### src/hdl/mbps_pkg.sv
`default_nettype none
// ----------------------------------------------------------------------------
// mbps_pkg
// Shared widths, register indexes and the types passed between the scanner's
// front end, its queue and its back end.
// ----------------------------------------------------------------------------
package mbps_pkg;

   localparam int ADDR_W      = 47;
   localparam int BYTE_W      = 8;
   localparam int PAT_BYTES   = 16;
   localparam int LEN_CFG_W   = 5;
   localparam int HIT_W       = 11;
   localparam int CSR_DATA_W  = 64;
   localparam int CSR_IDX_W   = 3;
   localparam int QUEUE_DEPTH = 2;
   localparam int QPTR_W      = 1;
   localparam int QCNT_W      = 2;

   // register indexes on the write port
   localparam logic [CSR_IDX_W-1:0] CSR_PATTERN_LOW  = 3'd0;
   localparam logic [CSR_IDX_W-1:0] CSR_PATTERN_HIGH = 3'd1;
   localparam logic [CSR_IDX_W-1:0] CSR_CARE_MASK    = 3'd2;
   localparam logic [CSR_IDX_W-1:0] CSR_PATTERN_LEN  = 3'd3;
   localparam logic [CSR_IDX_W-1:0] CSR_MAX_HITS     = 3'd4;
   localparam logic [CSR_IDX_W-1:0] CSR_RANGE_START  = 3'd5;
   localparam logic [CSR_IDX_W-1:0] CSR_RANGE_END    = 3'd6;

   typedef struct packed {
      logic [CSR_DATA_W-1:0] pattern_low;
      logic [CSR_DATA_W-1:0] pattern_high;
      logic [PAT_BYTES-1:0]  care_mask;
      logic [LEN_CFG_W-1:0]  pattern_length;
      logic [ADDR_W-1:0]     range_start;
      logic [ADDR_W-1:0]     range_end;
   } front_cfg_type;

   // classified item handed from front to back
   typedef struct packed {
      logic              match;
      logic              eor;
      logic [ADDR_W-1:0] start;
   } qentry_type;

endpackage
`default_nettype wire

### src/hdl/mbps_front.sv
`default_nettype none
// ----------------------------------------------------------------------------
// mbps_front
// Takes bytes, keeps the sliding window and classifies each byte as match,
// end of range, or nothing. Only matches and end-of-range beats are queued.
// ----------------------------------------------------------------------------
module mbps_front #(
   parameter int MAX_PATTERN = 16
) (
   input  logic                        clock,
   input  logic                        reset,
   input  mbps_pkg::front_cfg_type     cfg,
   input  logic                        req_valid,
   output logic                        req_stall,
   input  logic [7:0]                  req_data_byte,
   input  logic [46:0]                 req_byte_address,
   input  logic                        req_readable,
   input  logic                        req_end_of_range,
   output logic                        q_push,
   output mbps_pkg::qentry_type        q_entry,
   input  logic                        q_full
);
   import mbps_pkg::*;

   localparam int LEN_W = $clog2(MAX_PATTERN + 1);
   localparam int IDX_W = (MAX_PATTERN > 1) ? $clog2(MAX_PATTERN) : 1;

   logic [BYTE_W-1:0] win_ff [MAX_PATTERN];
   logic [BYTE_W-1:0] win_in [MAX_PATTERN];
   logic [LEN_W-1:0]  fill_ff, fill_in;
   logic              a_valid_ff, a_valid_in;
   logic              a_eor_ff, a_enough_ff;
   logic [ADDR_W-1:0] a_start_ff;

   logic [LEN_W-1:0]  len;
   logic [LEN_W-1:0]  len_m1;
   logic [LEN_W-1:0]  fill_plus;
   logic              accept;
   logic              bytes_ok;
   logic              in_range;
   logic              b_match;
   logic [PAT_BYTES*BYTE_W-1:0] pattern;

   // clamp the programmed length to 1..MAX_PATTERN
   always_comb begin
      if (cfg.pattern_length == '0) begin
         len = LEN_W'(1);
      end else if (32'(cfg.pattern_length) > MAX_PATTERN) begin
         len = LEN_W'(MAX_PATTERN);
      end else begin
         len = LEN_W'(cfg.pattern_length);
      end
   end

   assign len_m1    = len - LEN_W'(1);
   assign req_stall = a_valid_ff && q_full;
   assign accept    = req_valid && !req_stall;
   assign fill_plus = (32'(fill_ff) >= MAX_PATTERN) ? fill_ff : fill_ff + LEN_W'(1);

   always_comb begin
      win_in  = win_ff;
      fill_in = fill_ff;
      if (accept) begin
         if (req_readable) begin
            for (int k = MAX_PATTERN - 1; k > 0; k--) begin
               win_in[k] = win_ff[k-1];
            end
            win_in[0] = req_data_byte;
         end
         // an end-of-range beat empties the window after it is matched
         fill_in = (!req_readable || req_end_of_range) ? '0 : fill_plus;
      end
   end

   assign a_valid_in = accept || req_stall;

   always_ff @(posedge clock) begin
      if (reset) begin
         a_valid_ff <= 1'b0;
         fill_ff    <= '0;
      end else begin
         a_valid_ff <= a_valid_in;
         fill_ff    <= fill_in;
      end
   end

   always_ff @(posedge clock) begin
      win_ff <= win_in;
      if (accept) begin
         a_eor_ff    <= req_end_of_range;
         a_enough_ff <= req_readable && (fill_plus >= len)
                        && (req_byte_address >= ADDR_W'(len_m1));
         a_start_ff  <= req_byte_address - ADDR_W'(len_m1);
      end
   end

   assign pattern = {cfg.pattern_high, cfg.pattern_low};

   // pattern byte i lines up with the byte received len-1-i beats ago
   always_comb begin
      logic [LEN_W-1:0] w;
      bytes_ok = 1'b1;
      for (int i = 0; i < PAT_BYTES; i++) begin
         w = len_m1 - LEN_W'(i);
         if ((i < 32'(len)) && cfg.care_mask[i]) begin
            if (win_ff[w[IDX_W-1:0]] != pattern[i*BYTE_W +: BYTE_W]) begin
               bytes_ok = 1'b0;
            end
         end
      end
   end

   assign in_range = (a_start_ff >= cfg.range_start) && (a_start_ff < cfg.range_end);
   assign b_match  = a_enough_ff && bytes_ok && in_range;

   assign q_push        = a_valid_ff && !q_full && (b_match || a_eor_ff);
   assign q_entry.match = b_match;
   assign q_entry.eor   = a_eor_ff;
   assign q_entry.start = a_start_ff;

endmodule
`default_nettype wire

### src/hdl/mbps_queue.sv
`default_nettype none
// ----------------------------------------------------------------------------
// mbps_queue
// Two-entry queue of classified beats between front and back end.
// ----------------------------------------------------------------------------
module mbps_queue (
   input  logic                 clock,
   input  logic                 reset,
   input  logic                 push,
   input  mbps_pkg::qentry_type push_entry,
   input  logic                 pop,
   output mbps_pkg::qentry_type head_entry,
   output logic                 not_empty,
   output logic                 full
);
   import mbps_pkg::*;

   qentry_type        entry_ff [QUEUE_DEPTH];
   logic [QPTR_W-1:0] wr_ptr_ff, rd_ptr_ff;
   logic [QCNT_W-1:0] count_ff, count_in;

   assign not_empty  = (count_ff != '0);
   assign full       = (32'(count_ff) == QUEUE_DEPTH);
   assign head_entry = entry_ff[rd_ptr_ff];

   always_comb begin
      count_in = count_ff;
      if (push && !pop) begin
         count_in = count_ff + QCNT_W'(1);
      end else if (pop && !push) begin
         count_in = count_ff - QCNT_W'(1);
      end
   end

   always_ff @(posedge clock) begin
      if (reset) begin
         wr_ptr_ff <= '0;
         rd_ptr_ff <= '0;
         count_ff  <= '0;
      end else begin
         count_ff <= count_in;
         if (push) begin
            wr_ptr_ff <= wr_ptr_ff + QPTR_W'(1);
         end
         if (pop) begin
            rd_ptr_ff <= rd_ptr_ff + QPTR_W'(1);
         end
      end
   end

   always_ff @(posedge clock) begin
      if (push) begin
         entry_ff[wr_ptr_ff] <= push_entry;
      end
   end

endmodule
`default_nettype wire

### src/hdl/mbps_back.sv
`default_nettype none
// ----------------------------------------------------------------------------
// mbps_back
// Counts hits, applies the hit limit and end-of-range rearm, and holds the
// result register.
// ----------------------------------------------------------------------------
module mbps_back #(
   parameter int MAX_HITS = 1024
) (
   input  logic                 clock,
   input  logic                 reset,
   input  logic [10:0]          max_hits,
   input  logic                 q_not_empty,
   input  mbps_pkg::qentry_type q_entry,
   output logic                 q_pop,
   output logic                 rsp_valid,
   input  logic                 rsp_stall,
   output logic                 rsp_hit_valid,
   output logic [46:0]          rsp_hit_address,
   output logic [10:0]          rsp_hit_total,
   output logic                 rsp_truncated,
   output logic [46:0]          rsp_resume_address,
   output logic                 rsp_finished
);
   import mbps_pkg::*;

   logic [HIT_W-1:0]  lim;
   logic [HIT_W-1:0]  hits_ff, hits_in;
   logic              stopped_ff, stopped_in;
   logic              valid_ff, valid_in;
   logic              hit_valid_ff, hit_valid_in;
   logic [ADDR_W-1:0] hit_addr_ff, hit_addr_in;
   logic [HIT_W-1:0]  total_ff, total_in;
   logic              trunc_ff, trunc_in;
   logic [ADDR_W-1:0] resume_ff, resume_in;
   logic              fin_ff, fin_in;

   always_comb begin
      if (max_hits == '0) begin
         lim = HIT_W'(1);
      end else if (32'(max_hits) > MAX_HITS) begin
         lim = HIT_W'(MAX_HITS);
      end else begin
         lim = max_hits;
      end
   end

   assign q_pop = q_not_empty && (!valid_ff || !rsp_stall);

   always_comb begin
      hits_in      = hits_ff;
      stopped_in   = stopped_ff;
      valid_in     = valid_ff && rsp_stall;
      hit_valid_in = hit_valid_ff;
      hit_addr_in  = hit_addr_ff;
      total_in     = total_ff;
      trunc_in     = trunc_ff;
      resume_in    = resume_ff;
      fin_in       = fin_ff;
      if (q_pop) begin
         hit_valid_in = 1'b0;
         hit_addr_in  = '0;
         total_in     = hits_ff;
         trunc_in     = 1'b0;
         resume_in    = '0;
         fin_in       = 1'b1;
         if (q_entry.match && !stopped_ff) begin
            valid_in = 1'b1;
            if (hits_ff >= lim) begin
               stopped_in = 1'b1;
               trunc_in   = 1'b1;
               resume_in  = q_entry.start;
            end else begin
               hits_in      = hits_ff + HIT_W'(1);
               hit_valid_in = 1'b1;
               hit_addr_in  = q_entry.start;
               total_in     = hits_ff + HIT_W'(1);
               fin_in       = q_entry.eor;
            end
         end else if (q_entry.eor && !stopped_ff) begin
            valid_in = 1'b1;
         end
         // end of range rearms the scan
         if (q_entry.eor) begin
            hits_in    = '0;
            stopped_in = 1'b0;
         end
      end
   end

   always_ff @(posedge clock) begin
      if (reset) begin
         hits_ff    <= '0;
         stopped_ff <= 1'b0;
         valid_ff   <= 1'b0;
      end else begin
         hits_ff    <= hits_in;
         stopped_ff <= stopped_in;
         valid_ff   <= valid_in;
      end
   end

   always_ff @(posedge clock) begin
      hit_valid_ff <= hit_valid_in;
      hit_addr_ff  <= hit_addr_in;
      total_ff     <= total_in;
      trunc_ff     <= trunc_in;
      resume_ff    <= resume_in;
      fin_ff       <= fin_in;
   end

   assign rsp_valid          = valid_ff;
   assign rsp_hit_valid      = hit_valid_ff;
   assign rsp_hit_address    = hit_addr_ff;
   assign rsp_hit_total      = total_ff;
   assign rsp_truncated      = trunc_ff;
   assign rsp_resume_address = resume_ff;
   assign rsp_finished       = fin_ff;

endmodule
`default_nettype wire

### src/hdl/masked_byte_pattern_scanner_top.sv
`default_nettype none
// ----------------------------------------------------------------------------
// masked_byte_pattern_scanner_top
// Masked byte pattern search over a stream of memory bytes with hit limit,
// range filter and end-of-range rearm.
// ----------------------------------------------------------------------------
//  channel | ports  | handshake            | beat carries
//  --------+--------+----------------------+-----------------------------------
//  input   | req_*  | valid / stall        | byte, address, readable, end mark
//  result  | rsp_*  | valid / stall        | hit, address, total, trunc, resume
//  config  | csr_*  | write enable, index  | one register per write
//
//  One byte accepted per cycle while req_stall is low. An accepted byte loads
//  the window stage; its compare result is then pushed into the queue, and the
//  back end pops the queue head into the result register unless a result is
//  held by rsp_stall. Bytes that cause no result take no result slot.
//  Reset is synchronous; it clears the window fill, counters, queue and sets
//  the registers to their defaults. A stalled result stops the back end; the
//  queue then fills and stall reaches the input once two more result beats
//  are queued and a further beat waits in the compare stage.
// ----------------------------------------------------------------------------
module masked_byte_pattern_scanner_top #(
   parameter int MAX_PATTERN = 16,
   parameter int MAX_HITS    = 1024
) (
   input  logic        clock,
   input  logic        reset,
   input  logic        csr_write_enable,
   input  logic [2:0]  csr_index,
   input  logic [63:0] csr_write_data,
   input  logic        req_valid,
   output logic        req_stall,
   input  logic [7:0]  req_data_byte,
   input  logic [46:0] req_byte_address,
   input  logic        req_readable,
   input  logic        req_end_of_range,
   output logic        rsp_valid,
   input  logic        rsp_stall,
   output logic        rsp_hit_valid,
   output logic [46:0] rsp_hit_address,
   output logic [10:0] rsp_hit_total,
   output logic        rsp_truncated,
   output logic [46:0] rsp_resume_address,
   output logic        rsp_finished
);
   import mbps_pkg::*;

   logic [CSR_DATA_W-1:0] pattern_low_ff;
   logic [CSR_DATA_W-1:0] pattern_high_ff;
   logic [PAT_BYTES-1:0]  care_mask_ff;
   logic [LEN_CFG_W-1:0]  pattern_length_ff;
   logic [HIT_W-1:0]      max_hits_ff;
   logic [ADDR_W-1:0]     range_start_ff;
   logic [ADDR_W-1:0]     range_end_ff;

   front_cfg_type cfg;
   qentry_type    push_entry, head_entry;
   logic          q_push, q_pop, q_not_empty, q_full;

   always_ff @(posedge clock) begin
      if (reset) begin
         pattern_low_ff    <= '0;
         pattern_high_ff   <= '0;
         care_mask_ff      <= '1;
         pattern_length_ff <= LEN_CFG_W'(4);
         max_hits_ff       <= HIT_W'(1024);
         range_start_ff    <= '0;
         range_end_ff      <= '0;
      end else if (csr_write_enable) begin
         case (csr_index)
            CSR_PATTERN_LOW:  pattern_low_ff    <= csr_write_data;
            CSR_PATTERN_HIGH: pattern_high_ff   <= csr_write_data;
            CSR_CARE_MASK:    care_mask_ff      <= csr_write_data[PAT_BYTES-1:0];
            CSR_PATTERN_LEN:  pattern_length_ff <= csr_write_data[LEN_CFG_W-1:0];
            CSR_MAX_HITS:     max_hits_ff       <= csr_write_data[HIT_W-1:0];
            CSR_RANGE_START:  range_start_ff    <= csr_write_data[ADDR_W-1:0];
            CSR_RANGE_END:    range_end_ff      <= csr_write_data[ADDR_W-1:0];
            default: begin
               // drop writes to unused indexes
            end
         endcase
      end
   end

   assign cfg.pattern_low    = pattern_low_ff;
   assign cfg.pattern_high   = pattern_high_ff;
   assign cfg.care_mask      = care_mask_ff;
   assign cfg.pattern_length = pattern_length_ff;
   assign cfg.range_start    = range_start_ff;
   assign cfg.range_end      = range_end_ff;

   mbps_front #(
      .MAX_PATTERN (MAX_PATTERN)
   ) u_front (
      .clock            (clock),
      .reset            (reset),
      .cfg              (cfg),
      .req_valid        (req_valid),
      .req_stall        (req_stall),
      .req_data_byte    (req_data_byte),
      .req_byte_address (req_byte_address),
      .req_readable     (req_readable),
      .req_end_of_range (req_end_of_range),
      .q_push           (q_push),
      .q_entry          (push_entry),
      .q_full           (q_full)
   );

   mbps_queue u_queue (
      .clock      (clock),
      .reset      (reset),
      .push       (q_push),
      .push_entry (push_entry),
      .pop        (q_pop),
      .head_entry (head_entry),
      .not_empty  (q_not_empty),
      .full       (q_full)
   );

   mbps_back #(
      .MAX_HITS (MAX_HITS)
   ) u_back (
      .clock              (clock),
      .reset              (reset),
      .max_hits           (max_hits_ff),
      .q_not_empty        (q_not_empty),
      .q_entry            (head_entry),
      .q_pop              (q_pop),
      .rsp_valid          (rsp_valid),
      .rsp_stall          (rsp_stall),
      .rsp_hit_valid      (rsp_hit_valid),
      .rsp_hit_address    (rsp_hit_address),
      .rsp_hit_total      (rsp_hit_total),
      .rsp_truncated      (rsp_truncated),
      .rsp_resume_address (rsp_resume_address),
      .rsp_finished       (rsp_finished)
   );

endmodule
`default_nettype wire

### config.mk
export PLATFORM = sky130hd
export DESIGN_NAME = masked_byte_pattern_scanner_top
export DESIGN_NICKNAME = d
export VERILOG_FILES = /design/src/hdl/mbps_pkg.sv /design/src/hdl/mbps_front.sv /design/src/hdl/mbps_queue.sv /design/src/hdl/mbps_back.sv /design/src/hdl/masked_byte_pattern_scanner_top.sv
export SDC_FILE = /design/constraint.sdc
export NUM_CORES = 1
export LEC_CHECK = 0
export BUFFER_PORTS_ARGS = -buffer_cell sky130_fd_sc_hd__buf_2
export CORE_ASPECT_RATIO = 1.5
export CORE_UTILIZATION = 62
export DETAILED_ROUTE_END_ITERATION = 12
export HOLD_SLACK_MARGIN = 0.06
export PLACE_DENSITY_LB_ADDON = 0.12
export SLEW_MARGIN = 20
export SYNTH_ARGS = -nofsm -noshare
export SYNTH_HDL_FRONTEND = slang
export SYNTH_SLANG_ARGS = --single-unit
### constraint.sdc
create_clock -name clock -period 10.8 [get_ports clock]
set_input_delay 0 -clock clock [delete_from_list [all_inputs] [get_ports clock]]
set_output_delay 0 -clock clock [all_outputs]
set_load 0.03 [all_outputs]
# After elaboration in Yosys (flattened, before gate mapping)
# Memory sizes are Yosys's and may differ from the RTL's. A register that Yosys moved wholly into a read port is not among the register bits.
# Index checks and enable logic that the tools add are counted.
dict set report word_totals {
  register_bits 562
  mem_bits_rw 98
  input_bits 129
  out_inout_bits 110
  mem_count 1
}
dict set report op_classes {
  add_sub_neg 23
  order_cmp 40
  n_eq_ne 23
  muxes 103
  bitwise 17
  n_reduce_logical 61
}
# memory depth width read_ports rd_ports_with_merged_regs write_ports line_no
set memory_table {}
lappend memory_table {u_queue.entry_ff 2 49 1 1 1 mbps_queue.sv:18} ;# qentry_type entry_ff [QUEUE_DEPTH];
# operator count
set ops {}
lappend ops {{$bmux W8 S4} 16}
lappend ops {{$mux W8} 32}
lappend ops {{$ne A8 B8 Y1} 16}
lappend ops {{$ge A5 B5 Y1 const B} 17}
lappend ops {{$not A4 Y5} 16}
lappend ops {{$mux W11} 5}
lappend ops {{$ge A47 B47 Y1} 1}
lappend ops {{$ge A47 B5 Y1} 1}
lappend ops {{$lt A47 B47 Y1} 1}
lappend ops {{$sub A47 B5 Y47} 1}
lappend ops {{$mux W1} 44}
lappend ops {{$lt A4 B5 Y1 const A} 8}
lappend ops {{$sub A4 B4 Y4 const B} 8}
lappend ops {{$logic_and A1 B1 Y1} 31}
lappend ops {{$lt A3 B5 Y1 const A} 4}
lappend ops {{$mux W5} 4}
lappend ops {{$reduce_and A2 Y1} 9}
lappend ops {{$sub A4 B3 Y4 const B} 4}
lappend ops {{$add A11 B1 Y11 const B} 1}
lappend ops {{$ge A11 B11 Y1} 1}
lappend ops {{$gt A11 B11 Y1 const B} 1}
lappend ops {{$logic_not A11 Y1} 1}
lappend ops {{$lt A1 B5 Y1 const A} 2}
lappend ops {{$lt A2 B5 Y1 const A} 2}
lappend ops {{other kinds (22)} 41}

# Depth between registers and ports, before layout
# Gate-level depths: netlist of run 1.
dict set report depth {
  word_depth 49
  ltp_mapped 28
  mapped_depth_nobuf 21
}

# Hierarchy
# From an unflattened synthesis of run 1, not the netlist that was laid out.
dict set report unflattened {
  cells_unflattened 3125
  hier_area_um2 37060.5
}
# module n_inst cells_each area_each_um2 seq_area_each_um2
set modules_own_cells {}
lappend modules_own_cells {mbps_front 1 1657 18133.6 5435.2}
lappend modules_own_cells {masked_byte_pattern_scanner_top 1 920 10052.1 5084.9}
lappend modules_own_cells {mbps_back 1 374 5132.4 3503.4}
lappend modules_own_cells {mbps_queue 1 174 3742.3 3042.9}

# Worst setup path after synthesis of run 1
# Ideal clock, no wire load.
dict set report synth_path {
  kind {register to register}
  from {reg pattern_length_ff[4]}
  to {mem u_queue.entry_ff[0][0] (netlist bit) (enable)}
  setup_ns 0.462
  arrival_time_ns 8.316
  required_ns 10.338
  setup_slack_ns 2.022
  stages_incl_launch_ff 25
  period_less_slack_ns 8.778
  path_cell_list {dfxtp_1 -> buf_4 -> nand2b_1 -> clkbuf_1 -> buf_1 -> clkbuf_1 -> ha_1 -> clkbuf_1 -> buf_2 -> clkbuf_1 -> clkinv_1 -> buf_1 -> ha_1 -> nand3_1 -> and2_1 -> o221ai_1 -> xnor2_1 -> mux4_1 -> xor2_1 -> nor4_1 -> nand4_1 -> a31oi_1 -> and4bb_2 -> o21a_1 -> nor2b_1}
}
# item line_no
set synth_lines {}
lappend synth_lines {{start: declaration} masked_byte_pattern_scanner_top.sv:51} ;# logic [LEN_CFG_W-1:0] pattern_length_ff;
lappend synth_lines {{start signal: assignment} masked_byte_pattern_scanner_top.sv:74} ;# CSR_PATTERN_LEN: pattern_length_ff <= csr_write_data[LEN_CFG_W-1:0];
lappend synth_lines {{end: declaration} mbps_queue.sv:18}

==> impl_metrics.py, run 1 <==
metrics = {
    "worst_setup_path": {
        "path_class": "reg -> reg",
        "regToRegSetupSlack_ns": 2.16,
        "critPathRequiredTime_ns": 11.16,
        "crit-reg2reg-launch": "pattern_length_ff[1]",
        "arrival_ns": 9.00,
        "crit_fanout": 71,
        "worstSetupStartpointType": "flip-flop",
        "worstRegToRegCells": 19,
        "end_kind": "flip-flop",
        "timing.rr.end": "u_queue.entry_ff[1][40]",
    },
    "detailed_routing": {
        "drt-met1-wl_mm": 41.4,
        "detailroute.wirelength.met3_mm": 10.5,
        "detail_route.iter0.violations": 2999,
        "firstDrtPassIters": 8,
        "drtAntennaViolNets": 0,
        "top_layer_used": "met4",
        "vias": 30600,
        "routed_wire_length_per_instance_um": 27.1,
        "route.final.wire_length_mm": 127,
        "via_per_inst": 6.56,
        "drc_errors": 0,
        "wl_met2_mm": 60.3,
    },
    "pwr": {
        "sw_frac_of_total_pct": 32.7,
        "cellInternalPower_mw": 4.76,
        "powerDensity_nw_per_um2": 168,
        "share_of_power_burned_in_combinational_logic_pct": 24.9,
        "power.clock.fraction_pct": 30.6,
        "netSwitchingPower_mw": 2.31,
        "cellLeakagePower_nw": 15.2,
        "p_seq_share_pct": 44.5,
        "finalPower_mw": 7.07,
        "peakVddDrop_uv": 143,
    },
    "logic_synthesis": {
        "yosysTopAreaCellShare_pct": 31.6,
        "synth_area_leader_cell": "sky130_fd_sc_hd__edfxtp_1",
        "post_synth_edffs": 383,
        "synth_nets": 3796,
        "mappedNetlistArea_sq_um": 36400,
        "main_flop_type_after_synthesis": "sky130_fd_sc_hd__edfxtp_1",
        "post_synth_main_area_contributors": "sky130_fd_sc_hd__edfxtp_1 (32%), sky130_fd_sc_hd__dfxtp_1 (15%), sky130_fd_sc_hd__mux4_2 (10%)",
        "synth.ff_latch_count": 661,
        "register_area_share_after_synthesis_pct": 46.9,
        "postSynthCellCount": 3538,
        "async_reset_ff_share_pct": 0,
        "synth.yosys.warnings": 0,
        "mean_cell_area_of_the_mapped_netlist_sq_um": 10.3,
        "synth.lib_cells_used.distinct": 76,
    },
    "clock_tree": {
        "ctsRootBufferMaster": "sky130_fd_sc_hd__clkbuf_16",
        "cts.reportedPaths.clkPinSlew_ns": 0.08,
        "cts.repair.resized": 0,
        "clock-sinks": 661,
        "htreeDepth": 2,
        "cts_buffers": 60,
        "clock_tree_from_tritoncts": "done",
        "buffers_inserted_during_post_cts_setup_optimization": 0,
        "clock_path_buffers": 3,
        "worstSkewPairLatency_ns": 0.66,
    },
    "placement": {
        "detailed_place.area_sq_um": 38200,
        "buffer_ports.inserted": 238,
        "hpwl_mm": 88.2,
        "gp_routability_congestion": 1.02,
        "placed_cells": 4379,
    },
    "floorplanning": {
        "floorplan.io_pins": 239,
        "die_x_um": 200,
        "rows": 108,
        "core_region_area_sq_um": 58000,
        "die_footprint_sq_um": 59700,
        "die_height_um": 299,
        "initial_util_pct": 62.8,
    },
    "global_route": {
        "via_count_of_the_first_global_routing_pass": 30200,
        "grt-ovfl-total": 0,
        "global_route_wire_length_before_repair_mm": 187,
        "global_route.usage.total_pct": 42.8,
        "grt_max_degree": 93,
        "grt_antenna_before_repair": 2,
    },
    "timing": {
        "timing_hold_violations_final": 0,
        "final.min_clock_period_ns": 8.64,
        "worst_pin_slew_ns": 1.09,
        "fin_crit_sh_pct": 80.0,
        "max_freq_mhz": 116,
        "holdWs_ns": 0.0730,
        "final.setup_skew_ns": 0.0261,
        "timing.final.setup_violations": 0,
        "worst_case_headroom_to_the_max_slew_limit_pct": 27.1,
        "tns_ns": 0,
        "slew_viol_final": 0,
        "unrepaired_setup_endpoints_after_global_routing": "no",
    },
    "final_layout": {
        "layout.cell_area.non_filler_sq_um": 42000,
        "instances_no_fill": 4672,
        "drive_gt1_share_pct": 15.7,
        "area.growth.synth_to_final_pct": 15.3,
        "fin_nets": 4106,
    },
    "min_path": {
        "hold-path-endpoint": "u_front.win_ff[126]",
        "min-delay-path-class": "in -> reg",
        "worst_hold_path.num_cells": 2,
        "hp-start": "req_data_byte[6]",
    },
    "outcome": {
        "outcome": "completed",
    },
    "run": {
        "cap_violations": 0,
    },
}
per-layer routing:
layer / GRT usage, % / up-vias
li1: - / 13400
met5: 0 / -
met4: 40.5 / 0
met2: 69.2 / 1866
met3: 8.46 / 594
met1: 46.4 / 14700
through the flow:
step / util, % / setup slack, ns
after floorplan: - / 2.02
final: 72.4 / 2.16
after global placement: 65.9 / 2.40
after detailed placement: 65.9 / 2.32
after CTS: 72.3 / 2.30
after global routing: 72.4 / 1.71
synth_stat cells, types with 22 or more instances:
library cell               instances
sky130_fd_sc_hd__mux4_2          165
sky130_fd_sc_hd__inv_1           133
sky130_fd_sc_hd__nand4_1          29
sky130_fd_sc_hd__a21oi_1         294
sky130_fd_sc_hd__buf_1            22
sky130_fd_sc_hd__xnor2_1          86
sky130_fd_sc_hd__nand3_1          87
sky130_fd_sc_hd__a22oi_1          38
sky130_fd_sc_hd__and3_1           49
sky130_fd_sc_hd__nand2b_1         88
sky130_fd_sc_hd__nor2_1          178
sky130_fd_sc_hd__buf_2            30
sky130_fd_sc_hd__nor2b_1          24
sky130_fd_sc_hd__nor4_1           23
sky130_fd_sc_hd__ha_1            128
sky130_fd_sc_hd__a211oi_1         47
sky130_fd_sc_hd__nor3_1           62
sky130_fd_sc_hd__dfxtp_1         278
sky130_fd_sc_hd__xor2_1           69
sky130_fd_sc_hd__o21ai_0         126
sky130_fd_sc_hd__edfxtp_1        383
sky130_fd_sc_hd__a21o_1           53
sky130_fd_sc_hd__clkbuf_1        153
sky130_fd_sc_hd__mux2i_1         111
sky130_fd_sc_hd__nand2_1         640
worst max-delay path by stage:
stage                          from                      end  cells past startpoint
3_5_place_dp   pattern_length_ff[1]  u_queue.entry_ff[1][42]                     18
5_1_grt        pattern_length_ff[1]  u_queue.entry_ff[1][33]                     17
2_1_floorplan  pattern_length_ff[4]   u_queue.entry_ff[0][0]                     24
4_1_cts        pattern_length_ff[1]  u_queue.entry_ff[1][40]                     18
6_report       pattern_length_ff[1]  u_queue.entry_ff[1][40]                     19
3_3_place_gp   pattern_length_ff[1]  u_queue.entry_ff[1][39]                     18
area by class of cell:
cell class              instances  area [sq um]
multi-input cells            2526         18100
flip-flops and latches        661         17100
fillers                      3932         16000
repair buffers                458          3310
clock buffers                  75          1630
well taps                     770           963
inverters                     141           536
clock inverters                38           339
diodes                          3          7.51
worst max-delay path: stages, from the launching register on:
cell                       delay [ns]
sky130_fd_sc_hd__dfxtp_2         0.57
sky130_fd_sc_hd__or4_1           0.74
sky130_fd_sc_hd__nand2_8         0.50
sky130_fd_sc_hd__ha_4            0.65
sky130_fd_sc_hd__buf_4           0.55
sky130_fd_sc_hd__nand2b_1        0.17
sky130_fd_sc_hd__a211oi_1        0.08
sky130_fd_sc_hd__or2_2           0.34
sky130_fd_sc_hd__mux4_2          0.49
sky130_fd_sc_hd__xor2_1          0.17
sky130_fd_sc_hd__or3b_1          0.40
sky130_fd_sc_hd__nor4_2          0.58
sky130_fd_sc_hd__clkbuf_4        0.35
sky130_fd_sc_hd__o32ai_1         0.10
sky130_fd_sc_hd__or4_1           0.54
sky130_fd_sc_hd__nor3_1          0.28
sky130_fd_sc_hd__and4bb_2        0.37
sky130_fd_sc_hd__o21a_1          0.19
sky130_fd_sc_hd__and2_2          0.74
sky130_fd_sc_hd__buf_4           0.37
power groups by stage:
stage	Combinational, mW	Clock, mW	Sequential [mW]
final	1.76	2.17	3.14
after detailed placement	1.66	0	3.19
after global routing	1.87	2.26	3.17
after floorplan	0.873	0	3.46
after global placement	1.62	0	3.18
after CTS	1.72	2.17	3.13
state kept, by name (all words and copies together), names as in the netlist, 16 cells and up, named ones only:
name,flops
range_end_ff,47
u_front.win_ff,128
u_back.rsp_hit_address,47
pattern_low_ff,64
pattern_high_ff,64
u_back.rsp_resume_address,47
u_queue.entry_ff,98
care_mask_ff,16
range_start_ff,47
u_front.a_start_ff,47
placed cells by master (no fill, tap or decap), types with 9 or more instances in the layout:
cell type	count
sky130_fd_sc_hd__nand2_1	638
sky130_fd_sc_hd__edfxtp_1	383
sky130_fd_sc_hd__a21oi_1	294
sky130_fd_sc_hd__dfxtp_1	276
sky130_fd_sc_hd__buf_2	237
sky130_fd_sc_hd__nor2_1	174
sky130_fd_sc_hd__dlygate4sd3_1	174
sky130_fd_sc_hd__mux4_2	165
sky130_fd_sc_hd__inv_1	132
sky130_fd_sc_hd__o21ai_0	126
sky130_fd_sc_hd__ha_1	126
sky130_fd_sc_hd__mux2i_1	111
sky130_fd_sc_hd__nand2b_1	87
sky130_fd_sc_hd__nand3_1	85
sky130_fd_sc_hd__xnor2_1	82
sky130_fd_sc_hd__xor2_1	69
sky130_fd_sc_hd__clkbuf_16	62
sky130_fd_sc_hd__nor3_1	59
sky130_fd_sc_hd__a21o_1	53
sky130_fd_sc_hd__and3_1	49
sky130_fd_sc_hd__a211oi_1	47
sky130_fd_sc_hd__buf_4	43
sky130_fd_sc_hd__a22oi_1	38
sky130_fd_sc_hd__nand4_1	29
sky130_fd_sc_hd__nor2b_1	22
sky130_fd_sc_hd__nor4_1	22
sky130_fd_sc_hd__mux2_2	19
sky130_fd_sc_hd__or3_1	17
sky130_fd_sc_hd__o211ai_1	15
sky130_fd_sc_hd__or2_2	15
sky130_fd_sc_hd__clkinv_1	14
sky130_fd_sc_hd__and2_1	13
sky130_fd_sc_hd__a31oi_1	12
sky130_fd_sc_hd__o221ai_1	12
sky130_fd_sc_hd__o22ai_1	11
sky130_fd_sc_hd__clkinv_2	10
sky130_fd_sc_hd__clkbuf_1	10
sky130_fd_sc_hd__or4_1	9
sky130_fd_sc_hd__a221oi_1	9
kinds of logic after synthesis:
logic type	synth area share, %
simple gates	16.1
mux	14.0
xor+xnor	3.73
flops	46.9
compound gates	11.0
fa+ha+maj	4.48
buf+inv	3.79
repair_timing:
item                       4_1_cts  5_1_grt
hold endpoints to repair       334        0
setup endpoints to repair        0        0
hold buffers                   174        0
No activity file was read; power rests on OpenSTA's default activity.
==> inputs of run 2 (changes only) <==
--- a/config.mk
+++ b/config.mk
@@ -5,9 +5,10 @@
 export SDC_FILE = /design/constraint.sdc
 export NUM_CORES = 1
 export LEC_CHECK = 0
+export ABC_AREA = 1
 export BUFFER_PORTS_ARGS = -buffer_cell sky130_fd_sc_hd__buf_2
 export CORE_ASPECT_RATIO = 1.5
-export CORE_UTILIZATION = 62
+export CORE_UTILIZATION = 56
 export DETAILED_ROUTE_END_ITERATION = 12
 export HOLD_SLACK_MARGIN = 0.06
 export PLACE_DENSITY_LB_ADDON = 0.12
==> constraint.sdc (replaced) <==
create_clock -name clock -period 7.55 [get_ports clock]
set_input_delay 0 -clock clock [delete_from_list [all_inputs] [get_ports clock]]
set_output_delay 0 -clock clock [all_outputs]
set_load 0.03 [all_outputs]
==> run 2 against run 1 <==
Effect of this change:
- clock power up 68%
- core utilization down 6.9 points
- worst hold slack better by 0.0046 ns
- critical path depth up 6
- routed wire length up 1.0%
- clock skew up 0.0011 ns
- largest cell class is now registers
- via count up 13%
- highest routed layer unchanged
- fmax up 30%
- synthesized cell count up 34%
==> impl_metrics.py, run 2 <==
metrics = {
    "detailed_routing": {
        "route.final.wire_length_mm": 128,
        "drtAntennaViolNets": 0,
        "vias": 34600,
        "detail_route.iter0.violations": 3402,
        "drc_errors": 0,
        "via_per_inst": 5.81,
        "routed_wire_length_per_instance_um": 21.5,
        "firstDrtPassIters": 8,
    },
    "floorplanning": {
        "die_height_um": 316,
        "core_region_area_sq_um": 64600,
        "die_x_um": 211,
        "rows": 114,
        "floorplan.io_pins": 239,
        "die_footprint_sq_um": 66600,
        "initial_util_pct": 56.8,
    },
    "logic_synthesis": {
        "mean_cell_area_of_the_mapped_netlist_sq_um": 7.72,
        "post_synth_main_area_contributors": "sky130_fd_sc_hd__edfxtp_1 (31%), sky130_fd_sc_hd__dfxtp_1 (15%), sky130_fd_sc_hd__nand2_1 (13%)",
        "dominant_combinational_cell_family_by_area_after_synthesis": "simple AND/OR/NAND/NOR gates",
        "area_share_of_xor_xnor_cells_in_the_synthesized_design_pct": 1.57,
        "synth_area_leader_cell": "sky130_fd_sc_hd__edfxtp_1",
        "synthSimpleGateAreaFrac_pct": 31.3,
        "synth.ff_latch_count": 661,
        "post_synth_edffs": 383,
        "synth_nets": 5012,
        "post-synth-top-count-cell": "sky130_fd_sc_hd__nand2_1",
        "synth_common_cells": "sky130_fd_sc_hd__nand2_1 (1,281), sky130_fd_sc_hd__nand3_1 (838), sky130_fd_sc_hd__inv_1 (407)",
        "synth.lib_cells_used.distinct": 51,
        "postSynthCellCount": 4754,
        "synth.yosys.warnings": 0,
        "yosysTopAreaCellShare_pct": 31.3,
        "muxShareOfSynthArea_pct": 1.28,
        "synthAdderAreaFrac_pct": 4.42,
        "mappedNetlistArea_sq_um": 36700,
        "register_area_share_after_synthesis_pct": 46.5,
        "synth-compound-area-share_pct": 7.79,
        "async_reset_ff_share_pct": 0,
        "main_flop_type_after_synthesis": "sky130_fd_sc_hd__edfxtp_1",
    },
    "worst_setup_path": {
        "path_class": "reg -> reg",
        "critical_path.endpoint": "u_queue.entry_ff[0][36]",
        "cp.buffers_inverters": 4,
        "worstRegToRegCells": 25,
        "critPathTopFamily": "simple AND/OR/NAND/NOR gates",
        "worstSetupStartpointType": "flip-flop",
        "crit_fanout": 87,
        "regToRegSetupSlack_ns": 0.90,
        "cp_common_cell": "sky130_fd_sc_hd__nand2_1",
        "slowest_library_cell_on_the_worst_path": "sky130_fd_sc_hd__buf_4",
        "timing.rr.end": "u_queue.entry_ff[0][36]",
        "worst_setup_path_startpoint": "pattern_length_ff[2]",
        "crit-reg2reg-launch": "pattern_length_ff[2]",
        "critical-path-max-stage-delay_ns": 0.80,
        "number_of_logic_stages_on_the_critical_path_including_buffering": 25,
        "arrival_ns": 6.91,
        "end_kind": "flip-flop",
        "critPathRequiredTime_ns": 7.81,
    },
    "pwr": {
        "cellLeakagePower_nw": 18.6,
        "peakVddDrop_uv": 249,
        "powerDensity_nw_per_um2": 276,
    },
    "global_route": {
        "grt_max_degree": 131,
        "grt-ovfl-total": 0,
        "grt_antenna_before_repair": 1,
        "via_count_of_the_first_global_routing_pass": 32300,
        "global_route.usage.total_pct": 38.1,
        "global_route_wire_length_before_repair_mm": 190,
    },
    "final_layout": {
        "drive_gt1_share_pct": 8.72,
        "mostFrequentLayoutCell": "sky130_fd_sc_hd__nand2_1",
        "fin_nets": 5286,
        "num_antenna_cells": 0,
        "area.growth.synth_to_final_pct": 15.4,
        "multiInputGateArea_sq_um": 17100,
        "regMostFlops": "u_front.win_ff",
        "layout.cell_area.non_filler_sq_um": 42400,
        "layout.cells.most_common_list": "sky130_fd_sc_hd__nand2_1 (1,279), sky130_fd_sc_hd__nand3_1 (838), sky130_fd_sc_hd__inv_1 (400), sky130_fd_sc_hd__edfxtp_1 (383), sky130_fd_sc_hd__nor2_1 (365)",
        "fillerInstances": 5517,
        "largest_register_ffs": 128,
        "seqCellArea_sq_um": 17100,
        "biggest_regs": "u_front.win_ff: 128 flops, u_queue.entry_ff: 98 flops",
    },
    "clock_tree": {
        "clock_tree_from_tritoncts": "done",
        "clock-sinks": 661,
        "cts.reportedPaths.clkPinSlew_ns": 0.07,
        "htreeDepth": 3,
        "cts.repair.resized": 0,
        "clock_path_buffers": 3,
        "worstSkewPairLatency_ns": 0.64,
        "ctsRootBufferMaster": "sky130_fd_sc_hd__clkbuf_16",
        "cts_buffers": 66,
    },
    "timing": {
        "fin_crit_sh_pct": 88.0,
        "unrepaired_setup_endpoints_after_global_routing": "no",
        "timing.final.setup_violations": 0,
        "final.min_clock_period_ns": 6.65,
        "worst_case_headroom_to_the_max_slew_limit_pct": 23.5,
        "timing_hold_violations_final": 0,
        "max_freq_mhz": 150,
        "final.setup_skew_ns": 0.0272,
        "worst_pin_slew_ns": 1.15,
        "slew_viol_final": 0,
        "holdWs_ns": 0.0776,
        "tns_ns": 0,
    },
    "min_path": {
        "min-delay-path-class": "in -> reg",
        "worst_hold_path.num_cells": 2,
    },
    "outcome": {
        "outcome": "completed",
    },
    "run": {
        "cap_violations": 0,
    },
    "placement": {
        "detailed_place.area_sq_um": 38300,
        "gp_routability_congestion": 1.03,
        "buffer_ports.inserted": 238,
        "hpwl_mm": 91.1,
    },
}
-- run 2: changes by cell type in the layout (fill, tap and decap cells not counted), sizes merged, moves of 44 or more --
cell	previous run	this run
mux2i	111	47
xnor2	86	27
inv	143	419
nand2b	88	0
nor2	178	373
and3	49	0
o21ai	127	266
a21o	53	0
nand3	87	840
mux4	167	0
nand3b	6	60
a21oi	294	250
nand2	641	1298
-- run 2: stage by stage --
stage	total power, mW	setup WS [ns]	util [%]	cells
finish	11.7	0.904	65.5	5952
global placement	7.91	1.25	59.2	5664
floorplan	6.94	0.758	-	4754
CTS	11.6	1.19	65.5	5952
detailed placement	7.94	1.22	59.2	5664
global route	12.1	0.676	65.5	5952
-- run 2: where the power goes --
| group | switching, mW | internal [mW] | leakage [nW] | total [mW] |
|---|---|---|---|---|
| clock | 1.51 | 2.14 | 1.14 | 3.65 |
| sequential | 0.194 | 4.39 | 5.89 | 4.58 |
| combinational | 2.50 | 0.945 | 11.6 | 3.44 |
| total | 4.21 | 7.47 | 18.6 | 11.7 |
-- run 2: worst register-to-register path, stage by stage (launching register included) --
cell,delay [ns]
sky130_fd_sc_hd__dfxtp_1,0.48
sky130_fd_sc_hd__nor2_2,0.07
sky130_fd_sc_hd__nand2_2,0.10
sky130_fd_sc_hd__nand2_4,0.22
sky130_fd_sc_hd__nand2_4,0.14
sky130_fd_sc_hd__buf_4,0.72
sky130_fd_sc_hd__buf_4,0.83
sky130_fd_sc_hd__nand2_1,0.29
sky130_fd_sc_hd__nand2_1,0.11
sky130_fd_sc_hd__nand2_1,0.07
sky130_fd_sc_hd__nand3_1,0.51
sky130_fd_sc_hd__nand3_1,0.20
sky130_fd_sc_hd__nand3_1,0.12
sky130_fd_sc_hd__nand2_1,0.06
sky130_fd_sc_hd__inv_1,0.05
sky130_fd_sc_hd__nand2_1,0.04
sky130_fd_sc_hd__nor2_1,0.08
sky130_fd_sc_hd__nand2_1,0.11
sky130_fd_sc_hd__nand2_1,0.31
sky130_fd_sc_hd__nand4_1,0.15
sky130_fd_sc_hd__nor2_1,0.26
sky130_fd_sc_hd__nand3_1,0.35
sky130_fd_sc_hd__nand2_1,0.21
sky130_fd_sc_hd__nand2_1,0.12
sky130_fd_sc_hd__nor2_4,0.10
sky130_fd_sc_hd__buf_4,0.51
-- run 2: area by class of cell --
type / instances / area share (%)
multi-input cells: 3439 / 40.3
clock inverters: 36 / 1.14
repair buffers: 444 / 7.45
inverters: 416 / 3.71
well taps: 870 / 2.57
clock buffers: 86 / 4.54
flip-flops and latches: 661 / 40.3
-- run 2: how the worst min path moves through the flow --
stage | start | slack [ns] | to
2_1_floorplan | req_end_of_range | 0.1 | u_front.a_eor_ff
3_3_place_gp | req_data_byte[1] | 0.18 | u_front.win_ff[121]
3_5_place_dp | req_data_byte[6] | 0.18 | u_front.win_ff[126]
4_1_cts | req_data_byte[1] | 0.06 | u_front.win_ff[121]
5_1_grt | req_data_byte[4] | 0.09 | u_front.win_ff[124]
6_report | req_data_byte[4] | 0.08 | u_front.win_ff[124]
-- run 2: kinds of logic after synthesis --
logic type	Yosys count
fa+ha+maj	129
compound gates	552
simple gates	2645
buf+inv	654
flops	661
xor+xnor	66
mux	47
-- run 2: metal layers --
metal	up-vias	track usage [%]	part of all wire (%)
met2	1551	64.4	48
li1	16500	-	-
met3	428	5.53	7.0
met1	16100	42.0	36
met5	-	0	0
met4	0	33.0	9.7
-- run 2: repair_timing --
action / in CTS / in global routing
hold buffers: 166 / 0
endpoints found under the hold margin: 349 / 0
setup buffers: 0 / 0
